File: src/rtl/core/tsc_mul.sv
// Shared 33x33 signed multiplier with registered product.
`default_nettype none
module tsc_mul (
	input  wire                      clk,
	input  wire  signed [32:0]       a,
	input  wire  signed [32:0]       b,
	output logic signed [65:0]       prod_q
);

	always_ff @(posedge clk) begin
		prod_q <= a * b;
	end

endmodule
`default_nettype wire

File: config.mk
export PLATFORM = sky130hd
export DESIGN_NAME = tsc_mul
export DESIGN_NICKNAME = d
export VERILOG_FILES = /design/src/rtl/core/tsc_mul.sv
export SDC_FILE = /design/constraint.sdc
export NUM_CORES = 2
export LEC_CHECK = 0
export BUFFER_PORTS_ARGS = -buffer_cell sky130_fd_sc_hd__clkbuf_2
export CAP_MARGIN = 20
export CORE_MARGIN = 4
export CORE_UTILIZATION = 48
export CTS_BUF_LIST = sky130_fd_sc_hd__clkbuf_8 sky130_fd_sc_hd__clkbuf_16
export CTS_CLUSTER_DIAMETER = 120
export DETAILED_ROUTE_END_ITERATION = 10
export PLACE_DENSITY = 0.6
export SKIP_LAST_GASP = 1
export SLEW_MARGIN = 20
export SYNTH_ARGS = -nofsm -noshare
export SYNTH_HDL_FRONTEND = slang
export SYNTH_SLANG_ARGS = --single-unit
File: constraint.sdc
create_clock -name clk -period 13 [get_ports clk]
set_input_delay 1.3 -clock clk [delete_from_list [all_inputs] [get_ports clk]]
set_output_delay 1.3 -clock clk [all_outputs]
set_load 0.05 [all_outputs]
Word-level counts from Yosys, hierarchy flattened
Index checks and enable logic that the tools add are counted.
{"block": "word_totals", "regBits": 66}
{"block": "classes", "multipliers": 1}
{"cell": "multiplier 33 x 33 -> 66 bit", "n": 1}

Depth between registers and ports, before layout
{"block": "depth", "word_depth": 1, "ltp_mapped": 27}

Worst setup path before layout
OpenSTA, ideal clock, no wires.
{"block": "synth_path", "path_kind": "input to register", "from": "input a[32]", "to": "register prod_q[62]", "required_time_ns": 12.921, "setup_ns": 0.079, "setup_slack_ns": 4.464, "path_buffers": 2, "t_arrival_ns": 8.457, "path_stages": 23, "cell_sequence": "clkbuf_1 -> nand2_1 -> inv_1 -> fa_1 -> fa_1 -> fa_1 -> fa_1 -> fa_1 -> fa_1 -> fa_1 -> inv_1 -> fa_1 -> inv_1 -> ha_1 -> clkbuf_1 -> and3_1 -> nand3_1 -> nand2b_1 -> a2111oi_4 -> a211oi_4 -> a21o_2 -> a21o_1 -> a211oi_2"}
{"block": "synth_between", "elab_chain_len": 1}
{"item": "from (decl)", "line_no": "5", "text": "input wire signed [32:0] a,"}
{"item": "multiplier 33 x 33 -> 66 bit", "line_no": "11", "text": "prod_q <= a * b;"}
{"item": "to (signal assigned)", "line_no": "11"}
{"item": "to (decl)", "line_no": "7", "text": "output logic signed [65:0] prod_q"}
No other way between the ends.

Worst setup path in the final report
{"block": "layout_path", "from": "input b[3]", "to": "register prod_q[62]"}
{"block": "layout_between", "elab_chain_len": 1}
{"item": "from (decl)", "line_no": "6", "text": "input wire signed [32:0] b,"}
{"item": "multiplier 33 x 33 -> 66 bit", "line_no": "11"}
No other way between the ends.

==> key figures <==
Floorplan
  – Row cnt: roughly 110
  – # IOs: 133
  – Die X: roughly 300 µm
  – Core area: ~84000 µm²
  – Die Ht: around 300 µm
  – Starting Density: 48.6%
  – Die area: ~90000 µm²

Placement
  – Final weighted congestion in routability-driven placement: approximately 0.89
  – Pre-CTS WS: between 3 and 4 ns
  – IO Port Bufs: 132
  – DP Area: approximately 42000 µm²
  – Placed insts: 5416
  – HPWL after DPL: 90500 µm

Cells and area
  – Share of layout cells above drive strength 1: slightly above 5%
  – Top flop regs: prod_q: 66 flops
  – Post-route non-filler standard cell count: 5435
  – Max reg flops: 66
  – Top reg by flops: prod_q
  – Design Area, Final: ~43000 µm²
  – Area Growth Syn to Fin: 4.43%
  – Nets: 5722

Timing
  – Final setup violation count: 0
  – RSZ-0062 raised after global routing: no
  – Final slew viol count: 0
  – Final hold viol count: 0
  – Slew Limit Headroom: 28.1%
  – Setup WS post-layout: 3.76 ns
  – Period Utilization, post-route: roughly 71%
  – Setup TNS: 0 ns
  – Tmin final: between 9 and 10 ns
  – Least-Margin Pin Slew: 1.08 ns
  – Fmax: 0.108 GHz

Clock tree
  – CTS clk-pin slew, worst paths: about 0.070 ns
  – Clock sinks: 66
  – CTS tree: built
  – Depth of the CTS H-tree: 3
  – CTS Buffer Depth: 2
  – Post-CTS Hold Buffers: 0
  – Root Buffer: clkbuf_16
  – Gates resized, CTS repair: 0
  – Total CTS buffers: 9
  – Post-CTS Setup Inserts: 0

Min path
  – Hold WC Path Type: input pin to flip-flop

Logic synthesis
  – Netlist cell types: 80
  – Post-Syn Instances: 4338
  – Top-count cell post-synth: fa_1
  – Number of synthesized flops with an enable pin: 0
  – Post-Syn Area: ~40000 µm²
  – Cell taking the most area after synthesis: fa_1
  – Synth top cells by count: fa_1, inv_1, and2_1
  – Syn Nets: between 5000 and 6000
  – Sequential area share after synthesis: under 10%
  – #FFs+latches synth: between 60 and 70
  – Area share of the largest cell type after synthesis: a little under three fifths
  – Yosys warnings: 0
  – Async SR Flop Fraction: 0%
  – Synth top area cells: fa_1, inv_1, and2_1
  – Most used DFF post-synth: dfxtp_1
  – Syn Area/Cell: 9.39 µm²

Drt
  – Routed WL per cell: 20.3 µm
  – DRC viols: 0
  – Via Count: 28300
  – Avg Vias per Cell: between 5 and 6
  – Detail Route Antenna Nets: 0
  – Drt pass-1 iters: 7
  – Total wire length: 110000 µm
  – Drt initial violations: about 1400

Job
  – Max_cap viols: 0

Critical path
  – Critical Path End Type: flip-flop
  – Arrival time at the worst endpoint: 9.53 ns
  – Worst Path Required: 13.29 ns
  – CP Launch Type: input pin
  – Worst Path Max Fanout: 33
  – Setup Crit Path Kind: input pin to flip-flop

Global routing
  – Vias in the first global route: between 30000 and 40000
  – Largest net degree at the start of global routing: 34
  – First-pass GRT wire length: ~180000 µm
  – GRT Util Overall: around a quarter
  – Grt ovf: 0
  – Initial antenna violation count: 3

Status
  – Outcome: complete, no violations
==> through the flow <==
step                      hold slack (ns)  utilization (%)
final                                1.58             50.7
after detailed placement             1.80             50.4
after global placement               1.80             50.4
after CTS                            1.54             50.7
after global routing                 1.57             50.7
after floorplan                      1.43                -
==> layout by cell type (no fill, tap or decap), types with 7 or more instances in the layout <==
cell       instances
buf_4             33
o21bai_1          11
nand3_1           25
clkbuf_2         132
fa_1            1145
nor3_1             7
xor2_1            25
xnor2_1           43
a21oi_1           57
clkbuf_16          9
a31oi_1            8
nor2_1            68
inv_1           1132
ha_1             217
dfxtp_1           66
a21o_1            36
a211oi_1           7
o21ai_0           25
nand2b_1          12
nand4_1           11
and2_1           562
nand2_1          551
==> per-layer routing <==
metal  wire, µm  vias up  GRT usage, %  part of all wire, %
met3       4180      222          2.67                  3.8
met2      58900      680          47.1                   53
met1      42100    15200          32.0                   38
met5          9        -             0               0.0082
met4       5000        2          10.1                  4.5
li1           -    12200             -                    -
==> worst paths after layout <==
path | from | slack (ns) | end | cells past startpoint
setup / recovery | b[3] | 3.76 | prod_q[62] | 22
hold / removal | a[0] | 1.58 | prod_q[0] | 3
==> cells by family after synthesis <==
family / synth area share [%]
adder cells (fa/ha/maj): 62.9
buffers and inverters: 12.5
AND/OR/NAND/NOR: 15.8
AO/OA/AOI/OAI: 4.07
XOR/XNOR: 1.46
flip-flops: 3.24
==> final cells by class <==
class,count,area [µm²]
Antenna cell,3,7.51
Clock buffer,9,225
Clock inverter,7,93.8
Fill cell,8006,41300
Inverter,1131,4250
Multi-Input combinational cell,2920,34300
Sequential cell,66,1320
Tap cell,1134,1420
Timing Repair Buffer,165,908
==> worst max-delay path: stages <==
cell and delay (ns):
clkbuf_2 0.46, nand2_1 0.29, inv_1 0.12, fa_1 0.62, fa_1 0.49, fa_1 0.93, inv_1 0.24, fa_1 0.62
fa_1 0.45, fa_1 0.56, fa_1 0.43, fa_1 0.49, inv_1 0.04, ha_1 0.46, and4_1 0.42, nand3_1 0.23
nand2b_1 0.29, a2111oi_4 0.35, a211oi_4 0.13, a21o_2 0.26, a21o_1 0.16, a211oi_2 0.16
Power is not shown: default switching activity piles up to over one toggle a cycle in this logic, so the estimate is an artifact.
